--- src/rtl/fpcd_pkg.sv ---
`default_nettype none
package fpcd_pkg;

  typedef enum logic {
    OP_CHAR = 1'b0,
    OP_EOL  = 1'b1
  } opcode_t;

  localparam logic [7:0] LINE_END_CHAR = 8'd10;
  localparam logic [4:0] CODE_UNMAPPED = 5'd31;

  typedef struct packed {
    logic [3:0] len;
    logic [7:0] ch;
  } code_t;

  typedef struct packed {
    logic [7:0] out_char;
    logic       line_end;
    logic       last;
  } result_t;

  typedef struct packed {
    logic [1:0] num;
    result_t    r0;
    result_t    r1;
    logic [6:0] pending_bits;
    logic [2:0] pending_count;
  } dec_t;

  function automatic logic [4:0] map_symbol(input logic [7:0] c);
    logic [4:0] m;
    m = CODE_UNMAPPED;
    if (c >= 8'd65 && c <= 8'd90) begin
      m = 5'(c - 8'd65);
    end else begin
      case (c)
        8'd32:   m = 5'd26;
        8'd46:   m = 5'd27;
        8'd44:   m = 5'd28;
        8'd45:   m = 5'd29;
        8'd39:   m = 5'd30;
        default: m = CODE_UNMAPPED;
      endcase
    end
    return m;
  endfunction

  function automatic code_t lookup(input logic [7:0] w);
    code_t r;
    r = '{len: 4'd8, ch: 8'd63};
    unique casez (w)
      8'b101?????: r = '{len: 4'd3, ch: 8'd32};
      8'b110?????: r = '{len: 4'd3, ch: 8'd69};
      8'b111?????: r = '{len: 4'd3, ch: 8'd80};
      8'b0001????: r = '{len: 4'd4, ch: 8'd68};
      8'b0101????: r = '{len: 4'd4, ch: 8'd67};
      8'b0110????: r = '{len: 4'd4, ch: 8'd75};
      8'b0111????: r = '{len: 4'd4, ch: 8'd73};
      8'b1000????: r = '{len: 4'd4, ch: 8'd82};
      8'b00100???: r = '{len: 4'd5, ch: 8'd76};
      8'b00101???: r = '{len: 4'd5, ch: 8'd79};
      8'b00110???: r = '{len: 4'd5, ch: 8'd83};
      8'b00111???: r = '{len: 4'd5, ch: 8'd84};
      8'b01001???: r = '{len: 4'd5, ch: 8'd70};
      8'b000000??: r = '{len: 4'd6, ch: 8'd39};
      8'b000001??: r = '{len: 4'd6, ch: 8'd63};
      8'b000010??: r = '{len: 4'd6, ch: 8'd87};
      8'b000011??: r = '{len: 4'd6, ch: 8'd44};
      8'b010000??: r = '{len: 4'd6, ch: 8'd72};
      8'b010001??: r = '{len: 4'd6, ch: 8'd46};
      8'b100101??: r = '{len: 4'd6, ch: 8'd65};
      8'b10010000: r = '{len: 4'd8, ch: 8'd90};
      8'b10010001: r = '{len: 4'd8, ch: 8'd45};
      8'b10010010: r = '{len: 4'd8, ch: 8'd88};
      8'b10010011: r = '{len: 4'd8, ch: 8'd89};
      8'b10011000: r = '{len: 4'd8, ch: 8'd74};
      8'b10011001: r = '{len: 4'd8, ch: 8'd77};
      8'b10011010: r = '{len: 4'd8, ch: 8'd66};
      8'b10011011: r = '{len: 4'd8, ch: 8'd71};
      8'b10011100: r = '{len: 4'd8, ch: 8'd85};
      8'b10011101: r = '{len: 4'd8, ch: 8'd86};
      8'b10011110: r = '{len: 4'd8, ch: 8'd78};
      8'b10011111: r = '{len: 4'd8, ch: 8'd81};
      default:     r = '{len: 4'd8, ch: 8'd63};
    endcase
    return r;
  endfunction

endpackage
`default_nettype wire

--- src/rtl/fixed_prefix_code_decoder.sv ---
`default_nettype none
// Maps 8-bit symbols to 5-bit codes, decoded via a fixed prefix-code table.
// Each character transaction is decoded in the cycle it is accepted and
// yields zero, one or two characters; an end-of-line transaction yields one
// line-end marker and drops the leftover bits. Results leave through a
// four-entry queue at one per cycle while result_stall is low, so the block
// takes one transaction per cycle while each yields at most one result;
// the single output port sets the sustained figure at one result per
// cycle. symbol_stall rises once the queue holds more than two results.
module fixed_prefix_code_decoder (
  input  wire logic       clk,
  input  wire logic       rst,
  input  wire logic       symbol_valid,
  output logic            symbol_stall,
  input  wire logic [0:0] opcode,
  input  wire logic [7:0] symbol,
  output logic            result_valid,
  input  wire logic       result_stall,
  output logic [7:0]      out_char,
  output logic            line_end,
  output logic            last
);

  localparam int DEPTH = 4;

  logic [6:0]          pending_bits;
  logic [2:0]          pending_count;
  fpcd_pkg::dec_t      dec;
  fpcd_pkg::result_t   queue [DEPTH];
  logic [1:0]          wr_ptr;
  logic [1:0]          rd_ptr;
  logic [2:0]          count;
  logic [2:0]          count_next;
  logic                push;
  logic                pop;
  logic [1:0]          push_n;

  fpcd_decode u_decode (
    .opcode        (opcode),
    .symbol        (symbol),
    .pending_bits  (pending_bits),
    .pending_count (pending_count),
    .dec           (dec)
  );

  assign symbol_stall = (count > 3'd2);
  assign push         = symbol_valid && !symbol_stall;
  assign result_valid = (count != 3'd0);
  assign pop          = result_valid && !result_stall;
  assign push_n       = push ? dec.num : 2'd0;
  assign count_next   = count + {1'b0, push_n} - {2'b00, pop};

  always_ff @(posedge clk) begin
    if (rst) begin
      pending_bits  <= 7'd0;
      pending_count <= 3'd0;
      wr_ptr        <= 2'd0;
      rd_ptr        <= 2'd0;
      count         <= 3'd0;
    end else begin
      if (push) begin
        pending_bits  <= dec.pending_bits;
        pending_count <= dec.pending_count;
        wr_ptr        <= wr_ptr + push_n;
      end
      if (pop) begin
        rd_ptr <= rd_ptr + 2'd1;
      end
      count <= count_next;
    end
  end

  always_ff @(posedge clk) begin
    if (push && push_n != 2'd0) begin
      queue[wr_ptr] <= dec.r0;
    end
    if (push && push_n == 2'd2) begin
      queue[wr_ptr + 2'd1] <= dec.r1;
    end
  end

  assign out_char = queue[rd_ptr].out_char;
  assign line_end = queue[rd_ptr].line_end;
  assign last     = queue[rd_ptr].last;

`ifndef NO_ASSERTIONS
  a_count_bound: assert property (@(posedge clk) disable iff (rst)
    count <= 3'(DEPTH))
    else $error("result queue overfilled");

  a_eol_clears: assert property (@(posedge clk) disable iff (rst)
    (push && fpcd_pkg::opcode_t'(opcode) == fpcd_pkg::OP_EOL) |=> (pending_count == 3'd0))
    else $error("end of line left pending bits");

  a_pop_drains: assert property (@(posedge clk) disable iff (rst)
    (pop && !push) |=> (count == $past(count) - 3'd1))
    else $error("queue count did not drop on a lone pop");
`endif

endmodule
`default_nettype wire

--- src/rtl/fpcd_decode.sv ---
`default_nettype none
module fpcd_decode (
  input  wire logic [0:0]  opcode,
  input  wire logic [7:0]  symbol,
  input  wire logic [6:0]  pending_bits,
  input  wire logic [2:0]  pending_count,
  output fpcd_pkg::dec_t   dec
);

  logic [11:0]     full;
  logic [11:0]     aligned;
  logic [11:0]     aligned1;
  logic [3:0]      cnt;
  logic [3:0]      rem0;
  logic [3:0]      rem;
  logic            m0;
  logic            m1;
  fpcd_pkg::code_t c0;
  fpcd_pkg::code_t c1;

  always_comb begin
    full     = {pending_bits, fpcd_pkg::map_symbol(symbol)};
    cnt      = {1'b0, pending_count} + 4'd5;
    aligned  = full << (3'd7 - pending_count);
    c0       = fpcd_pkg::lookup(aligned[11:4]);
    m0       = (c0.len <= cnt);
    rem0     = cnt - c0.len;
    aligned1 = aligned << c0.len;
    c1       = fpcd_pkg::lookup(aligned1[11:4]);
    m1       = m0 && (c1.len <= rem0);
    if (m1) begin
      rem = rem0 - c1.len;
    end else if (m0) begin
      rem = rem0;
    end else begin
      rem = cnt;
    end
    if (rem > 4'd7) begin
      rem = 4'd7;
    end

    if (fpcd_pkg::opcode_t'(opcode) == fpcd_pkg::OP_EOL) begin
      dec.num           = 2'd1;
      dec.r0            = '{out_char: fpcd_pkg::LINE_END_CHAR, line_end: 1'b1, last: 1'b1};
      dec.r1            = '{out_char: fpcd_pkg::LINE_END_CHAR, line_end: 1'b1, last: 1'b1};
      dec.pending_bits  = 7'd0;
      dec.pending_count = 3'd0;
    end else begin
      dec.num           = {1'b0, m0} + {1'b0, m1};
      dec.r0            = '{out_char: c0.ch, line_end: 1'b0, last: !m1};
      dec.r1            = '{out_char: c1.ch, line_end: 1'b0, last: 1'b1};
      dec.pending_bits  = full[6:0] & ~(7'h7F << rem[2:0]);
      dec.pending_count = rem[2:0];
    end
  end

endmodule
`default_nettype wire
--- config.mk ---
export PLATFORM = sky130hd
export DESIGN_NAME = fixed_prefix_code_decoder
export DESIGN_NICKNAME = d
export VERILOG_FILES = /design/src/rtl/fpcd_pkg.sv /design/src/rtl/fixed_prefix_code_decoder.sv /design/src/rtl/fpcd_decode.sv
export SDC_FILE = /design/constraint.sdc
export NUM_CORES = 1
export LEC_CHECK = 0
export ABC_CLOCK_PERIOD_IN_PS = 9500
export BUFFER_PORTS_ARGS = -buffer_cell sky130_fd_sc_hd__clkbuf_2
export CAP_MARGIN = 20
export CORE_MARGIN = 2
export CORE_UTILIZATION = 40
export CTS_CLUSTER_DIAMETER = 60
export DETAILED_ROUTE_END_ITERATION = 8
export HOLD_SLACK_MARGIN = 0.02
export RECOVER_POWER = 25
export SYNTH_ARGS = -nofsm -noshare
export SYNTH_HDL_FRONTEND = slang
export SYNTH_HIERARCHICAL = 1
export SYNTH_SLANG_ARGS = --single-unit
--- constraint.sdc ---
create_clock -name clk -period 9.5 [get_ports clk]
set_input_delay 1.9 -clock clk [delete_from_list [all_inputs] [get_ports clk]]
set_output_delay 1.9 -clock clk [all_outputs]
set_load 0.1 [all_outputs]
==> impl_metrics.toml, run 1 <==
[run_status]
status = "complete, but fails checks"
violations = "max-capacitance violations, max-slew violations"

[synth]
synthFlopType = "edfxtp_1"
synth_warnings = 6
async_flop_share_pct = 0
postSynthCellCount = 718
synth_seq_area_share_pct = 26.0
ys_types = 95
ys_ff_latch = 59
synth_edf_count = 40
syn_avg_cell_area_um2 = 8.48
synth_area_um2 = 6090

[final_layout]
layout_common_cells = "66 x a21oi_1, 58 x nand2_1, 53 x nor2_1, 48 x o21ai_0, 40 x edfxtp_1"
nets = 778
layout-drive-gt1-share_pct = 19.1
final_common_cell = "a21oi_1"
n_antenna_cell = 0
fin_area_um2 = 6790
area_growth_pct = 11.5

[placement]
place_area_um2 = 6510
hpwl_um = 13900
portBuffers = 24
gp_congestion = 0.958

[clock_tree]
clk_latency_ps = 330
ctsLongestPathBuffers = 2
root_buffer = "clkbuf_16"
cts_buffers = 9
cts_tree = "yes"
clock_sinks = 59
hold_buffers = 0
cts.clk_slew.worst_paths_ps = 50
cts_setup_buffers = 0
htree_levels = 3

[worst_hold_path]
whs_path_depth = 2
holdCritPathClass = "reg2reg"

[global_routing]
overflow = 0
antenna_found_initial = 0
grt_max_degree = 29
grt_usage_pct = 23.3
grt_pass1_wl_um = 30600
grt_pass1_vias = 5790

[sta]
tightest_slew_ps = 1570
final.setup_skew_ps = 6.62
period_needed_ps = 9000
rsz0062_at_grt = "false"
slew_headroom_pct = -4.64
post-route-period-util_pct = 94.8
holdWs_ps = 495
clock.fmax_mhz = 111
setup_viol = 0
maxSlewViolCount = 21
finalSetupTns_ps = 0
hold_violations = 0

[floorplanning]
die_w_um = 127
start_util_pct = 40.5
rows = 45
die_height_um = 127
boundaryPins = 25
die_area_um2 = 16200
core_area_um2 = 15000

[detailed_routing]
viasPerCell = 6.40
wl_per_cell_um = 19.6
via_count = 5994
ant_nets = 0
route.detailed.drc = 0
routed_wl_um = 18400
drtPass1Iterations = 6
drt_iter0_drc = 723

[critical_path]
worstPathArrival_ps = 9200
start_kind = "input port"
critPathSlowestCell = "a221oi_1"
path_max_fanout = 7
critPathMaxStageDelay_ps = 580
crit_required_ps = 9700
rr_worst_depth = 27
critPathKind = "in2reg"
end_kind = "flip-flop"

[job]
maxCapViolCount = 1
-- per-layer routing --
layer	vias up	share of wire [%]	track usage (%)
met2	272	48	38.1
met5	-	0	0
met1	2844	44	32.2
met4	0	2.3	6.53
met3	35	6.1	3.52
li1	2843	-	-
-- area by class of cell --
class | count | area (um2)
inverter | 28 | 105
clock inverter | 2 | 10.0
clock buffer | 14 | 274
fill | 1443 | 8250
sequential | 59 | 1580
tap | 188 | 235
multi-input combinational | 584 | 4190
timing repair buffer | 62 | 387
-- Yosys cell counts, types with 7 or more instances --
cell / number / area, um2
mux2i_1: 12 / 120
nand3_1: 35 / 175
clkbuf_1: 31 / 116
mux2_2: 33 / 372
a31oi_1: 10 / 62.6
mux4_2: 10 / 225
nand2_1: 58 / 218
edfxtp_1: 40 / 1200
nor3_1: 19 / 95.1
a21oi_1: 65 / 325
nor2_1: 53 / 199
xnor2_1: 9 / 78.8
dfxtp_1: 19 / 380
ha_1: 18 / 225
a211oi_1: 14 / 105
o211ai_1: 15 / 113
a21o_1: 13 / 97.6
mux2_4: 10 / 150
o221ai_1: 7 / 61.3
inv_1: 24 / 90.1
nor2b_1: 10 / 62.6
o21ai_0: 48 / 240
-- per-stage QoR --
step / worst slack, ps / utilization [%] / std cells
2_1_floorplan: 815 / - / 719
3_3_place_gp: 252 / 43.3 / 921
3_5_place_dp: 238 / 43.3 / 921
4_1_cts: 528 / 45.2 / 937
5_1_grt: 33.4 / 45.1 / 937
6_report: 496 / 45.1 / 937
-- worst max-delay path, delay by kind of cell --
family / cells / cell delay, ps
buffers and inverters: 5 / 410
AOI/OAI and AO/OA: 10 / 2770
xor gates and xnor gates: 2 / 320
adders and majority gates: 5 / 1300
and+or+nand+nor: 8 / 2270
muxes: 1 / 240
-- worst paths after layout --
kind	to	slack, ps	from
worst max-delay path	count[2]$_SDFF_PP0_	500	symbol[0]
worst min-delay path	pending_bits[5]$_SDFFE_PP0N_	500	pending_bits[5]$_SDFFE_PP0N_
worst max register to register	count[2]$_SDFF_PP0_	1910	pending_count[1]$_SDFFE_PP0N_
worst min register to register	pending_bits[5]$_SDFFE_PP0N_	500	pending_bits[5]$_SDFFE_PP0N_
-- kinds of logic after synthesis --
| family | share of synthesized area (%) |
|---|---|
| compound gates | 28.8 |
| simple gates | 19.1 |
| buf+inv | 5.28 |
| mux | 14.2 |
| flops | 26.0 |
| fa+ha+maj | 4.69 |
| xor+xnor | 1.73 |
| other cells | 0.123 |
-- flip-flops by register name (all words and copies together), names as in the netlist, named ones only --
signal and count:
queue 40, pending_bits 7, pending_count 3, count 3, wr_ptr 2, rd_ptr 2
-- repair_timing --
action	in CTS	in global routing
hold endpoints to repair	0	0
resized for setup	0	2
endpoints found under the setup margin	0	21
Power of run 1 is not shown: default switching activity piles up to over one toggle a cycle in this logic, so the estimate is an artifact.
==> run 2, diff against run 1 <==
SYNTH_HIERARCHICAL = not set   (was 1)
==> run 2 against run 1 <==
  * The flow now finishes without violations
  * Via count decreased by 12%
  * Synthesized area is 10% lower
  * Synthesized cell count is 9.3% lower
  * Sequential cell count is 4 lower
  * Non-clock buffer count fell by 23
  * Largest cell class unchanged
==> impl_metrics.toml, run 2 <==
[clock_tree]
clk_latency_ps = 290
cts_buffers = 5
ctsLongestPathBuffers = 2
hold_buffers = 0
cts_tree = "yes"
cts_setup_buffers = 0
clock_sinks = 55
cts.clk_slew.worst_paths_ps = 70
htree_levels = 2
cts_resized = 0
root_buffer = "clkbuf_16"

[global_routing]
overflow = 0
antenna_found_initial = 0
grt_max_degree = 26
grt_pass1_wl_um = 25300
grt_pass1_vias = 4923
grt_usage_pct = 21.3

[worst_hold_path]
min_from = "pending_bits[6]$_SDFFE_PP0P_"
holdCritPathClass = "reg2reg"

[sta]
setup_viol = 0
rsz0062_at_grt = "false"
maxSlewViolCount = 0
holdWs_ps = 481
hold_violations = 0
period_needed_ps = 8620
tightest_slew_ps = 1180
post-route-period-util_pct = 90.7
final.setup_skew_ps = 9.25
finalSetupTns_ps = 0
fin_ws_ps = 879
slew_headroom_pct = 20.6
clock.fmax_mhz = 116

[final_layout]
largest_reg_flops = 36
layout-drive-gt1-share_pct = 14.7
final_common_cell = "nor2_1"
reg_top3 = "queue (36), pending_bits (7)"
largest_register = "queue"
area_growth_pct = 7.39
fill_cells = 1308
n_antenna_cell = 0
layout_common_cells = "70 x nor2_1, 67 x nand2_1, 44 x a21oi_1, 32 x o21ai_0, 32 x edfxtp_1"
nets = 693

[synth]
synth_warnings = 0
synth_most_common_cell = "nor2_1"
synth_edf_count = 32
ys_ff_latch = 55
synth_largest_area_cell = "edfxtp_1"
synth_area_um2 = 5450
synthTopCellsByCount = "70 x nor2_1, 66 x nand2_1, 44 x a21oi_1"
synthFlopType = "edfxtp_1"
async_flop_share_pct = 0
ys_top_cells_by_area = "edfxtp_1 18%, dfxtp_1 8.4%, nor2_1 4.8%"
synth_seq_area_share_pct = 26.1
postSynthCellCount = 651
syn_avg_cell_area_um2 = 8.38
ys_types = 101
synth.net_count = 683
yosysTopAreaCellShare_pct = 17.6

[floorplanning]
die_w_um = 121
boundaryPins = 25
core_area_um2 = 13300
rows = 42
die_area_um2 = 14600
start_util_pct = 41.0
die_height_um = 121

[critical_path]
critPathKind = "in2reg"
crit_required_ps = 9460
start_kind = "input port"
worstReg2RegStart = "pending_count[0]$_SDFFE_PP0P_"
path_max_fanout = 16
end_kind = "flip-flop"
worstPathArrival_ps = 8580
crit_start = "symbol[0]"

[detailed_routing]
drtPass1Iterations = 5
via_count = 5274
ant_nets = 0
wl_per_cell_um = 18.6
viasPerCell = 6.29
routed_wl_um = 15600
route.detailed.drc = 0
drt_iter0_drc = 428

[job]
maxCapViolCount = 0

[run_status]
status = "finished, final reports clean"

[placement]
dpl_worst_slack_ps = 816
hpwl_um = 12000
gp_congestion = 0.940
portBuffers = 23
-- run 2: cell count changes after synthesis, sizes merged, moves of 6 or more --
cell     previous run  this run
a2111oi             0         6
or2                 2         9
o22ai               6        28
nor2               53        73
nand2              58        68
mux2               43         4
edfxtp             40        32
a21oi              69        46
nand3              36        14
o21ai              52        46
clkbuf             31        18
-- run 2: stage by stage --
step | instances | area (um2) | utilization, %
2_1_floorplan | 651 | 5450 | -
4_1_cts | 838 | 5880 | 44.2
3_5_place_dp | 830 | 5730 | 43.1
6_report | 838 | 5860 | 44.1
5_1_grt | 838 | 5860 | 44.1
3_3_place_gp | 830 | 5730 | 43.1
-- run 2: final cells by class --
class / count / area, um2 / share of cell area [%]
Sequential cell: 55 / 1420 / 24.3
Timing Repair Buffer: 39 / 218 / 3.72
Clock inverter: 3 / 22.5 / 0.385
Tap cell: 176 / 220 / 3.76
Multi-Input combinational cell: 536 / 3760 / 64.2
Inverter: 24 / 92.6 / 1.58
Clock buffer: 5 / 125 / 2.14
-- run 2: worst paths after layout --
| path | endpoint | slack (ps) | cells after the start |
|---|---|---|---|
| hold reg to reg | pending_bits[6]$_SDFFE_PP0P_ | 480 | 2 |
| hold / removal | pending_bits[6]$_SDFFE_PP0P_ | 480 | 2 |
| setup reg to reg | queue[2][3]$_DFFE_PP_ | 1990 | 25 |
| setup / recovery | queue[2][3]$_DFFE_PP_ | 880 | 28 |
-- run 2: critical path, stage by stage --
cell	delay [ps]
clkbuf_2	170
inv_1	130
ha_1	260
nor2b_1	90
o211ai_1	340
and3_1	420
a21o_1	330
o2111ai_4	340
o311a_1	500
o21ba_4	310
inv_4	80
o32ai_1	460
a21o_1	400
nand2_1	220
o21ai_0	230
o21a_1	190
inv_1	50
ha_1	280
nand2_1	50
nand2_1	50
a21o_1	110
a21oi_1	60
buf_4	160
nor4_1	230
clkbuf_1	230
nor2_1	150
or3b_2	510
nand2_1	310
-- run 2: kinds of logic after synthesis --
group | count (synthesis) | synth area share [%]
muxes | 26 | 7.16
DFF | 55 | 26.1
AOI/OAI and AO/OA | 238 | 32.4
adders and majority gates | 20 | 4.96
other | 1 | 0.0688
and+or+nand+nor | 237 | 22.1
xor gates and xnor gates | 14 | 2.25
buffers and inverters | 60 | 5.00
-- run 2: metal layers --
| layer | up-vias | global-route usage (%) | routed length, um |
|---|---|---|---|
| met5 | - | 0 | 0 |
| met4 | 0 | 5.60 | 442 |
| met3 | 27 | 2.22 | 830 |
| met2 | 203 | 34.8 | 7090 |
| met1 | 2513 | 30.0 | 7240 |
| li1 | 2531 | - | - |
Power of run 2 is left out for the same reason.
==> run 3, diff against run 2 <==
REMOVE_ABC_BUFFERS = 1   (was not set)
==> run 3 against run 2 <==
  * Count of clock-buffer cells in the layout rose by 1
  * Global-route usage shrank 0.15 points
  * Final cell count grew 0.12%
  * Die area did not move
  * Setup slack got worse by 220 ps
  * Sequential cell count did not move
  * Hold slack lost 19 ps
  * Critical path depth unchanged
  * Via count is 0.32% higher
  * Highest routed layer unchanged
==> impl_metrics.toml, run 3 (synthesized netlist as in run 2, its figures left out) <==
[clock_tree]
ctsLongestPathBuffers = 2
cts_resized = 0
cts_tree = "yes"
clk_latency_ps = 290
clock_sinks = 55
cts.clk_slew.worst_paths_ps = 70
root_buffer = "clkbuf_16"
hold_buffers = 0
htree_levels = 2
cts_buffers = 5
cts_setup_buffers = 0

[sta]
rsz0062_at_grt = "false"
setup_viol = 0
finalSetupTns_ps = 0
maxSlewViolCount = 0
slew_headroom_pct = 21.6
period_needed_ps = 8840
tightest_slew_ps = 1180
hold_violations = 0
post-route-period-util_pct = 93.0
clock.fmax_mhz = 113
final.setup_skew_ps = 4.30
fin_ws_ps = 662

[detailed_routing]
viasPerCell = 6.31
via_count = 5291
drtPass1Iterations = 5
route.detailed.drc = 0
ant_nets = 0
wl_per_cell_um = 18.3
drt_iter0_drc = 531
routed_wl_um = 15300

[floorplanning]
die_height_um = 121
rows = 42
die_area_um2 = 14600
boundaryPins = 25
start_util_pct = 41.0
core_area_um2 = 13300
die_w_um = 121

[final_layout]
largest_reg_flops = 36
largest_register = "queue"
final_common_cell = "nor2_1"
area_growth_pct = 7.34
nets = 694
n_antenna_cell = 0
layout_common_cells = "70 x nor2_1, 67 x nand2_1, 44 x a21oi_1, 32 x o21ai_0, 32 x edfxtp_1"
layout-drive-gt1-share_pct = 14.5
fin_area_um2 = 5850
reg_top3 = "queue (36), pending_bits (7)"

[global_routing]
grt_usage_pct = 21.1
overflow = 0
grt_pass1_vias = 5046
grt_max_degree = 26
grt_pass1_wl_um = 25200
antenna_found_initial = 0

[placement]
hpwl_um = 11800
gp_congestion = 0.954
dpl_worst_slack_ps = 540
place_area_um2 = 5740
portBuffers = 23

[run_status]
status = "finished, final reports clean"

[worst_hold_path]
holdCritPathClass = "reg2reg"

[critical_path]
critPathKind = "in2reg"
start_kind = "input port"
worstPathArrival_ps = 8790
crit_required_ps = 9450
end_kind = "flip-flop"
path_max_fanout = 16

[job]
maxCapViolCount = 0
## run 3: cell type report
type                            count  area [um2]
Clock buffer                        6         129
Clock inverter                      2        12.5
Fill cell                        1351        7440
Inverter                           24        92.6
Multi-Input combinational cell    536        3760
Sequential cell                    55        1420
Tap cell                          176         220
Timing Repair Buffer               40         221
## run 3: per-stage QoR
step	util [%]	hold WS [ps]	instances
finish	44.0	461	839
global route	44.0	476	839
CTS	44.2	463	839
detailed placement	43.1	456	831
global placement	43.1	446	831
floorplan	-	425	615
## run 3: worst paths after layout
kind / slack [ps] / to / depth (start not counted) / start
hold reg to reg: 460 / pending_bits[6]$_SDFFE_PP0P_ / 2 / pending_bits[6]$_SDFFE_PP0P_
hold / removal: 460 / pending_bits[6]$_SDFFE_PP0P_ / 2 / pending_bits[6]$_SDFFE_PP0P_
setup / recovery: 660 / queue[2][6]$_DFFE_PP_ / 28 / symbol[0]
setup reg to reg: 1820 / queue[2][6]$_DFFE_PP_ / 25 / pending_count[0]$_SDFFE_PP0P_
## run 3: worst max-delay path: stages
cell and delay (ps):
clkbuf_2 180, inv_1 140, ha_1 260, nor2b_1 90, o211ai_1 350, and3_1 410, a21o_1 280, o2111ai_4 320
o311a_1 490, o21ba_4 300, inv_4 80, o32ai_1 410, a21o_1 390, nand2_1 260, o21ai_0 230, o21a_1 190
inv_1 50, ha_1 290, nand2_1 70, nand2_1 50, a21o_1 170, a21oi_1 500, a21oi_1 160, nor2_1 120
buf_4 160, nor2_1 100, or3b_2 510, nand2_1 320
## run 3: per-layer routing
| layer | share of wire [%] | track usage [%] | vias to the layer above |
|---|---|---|---|
| li1 | - | - | 2533 |
| met1 | 47 | 30.2 | 2521 |
| met2 | 46 | 34.1 | 214 |
| met3 | 6.0 | 2.97 | 23 |
| met4 | 1.5 | 4.29 | 0 |
| met5 | 0 | 0 | - |
Power of run 3 is left out for the same reason.
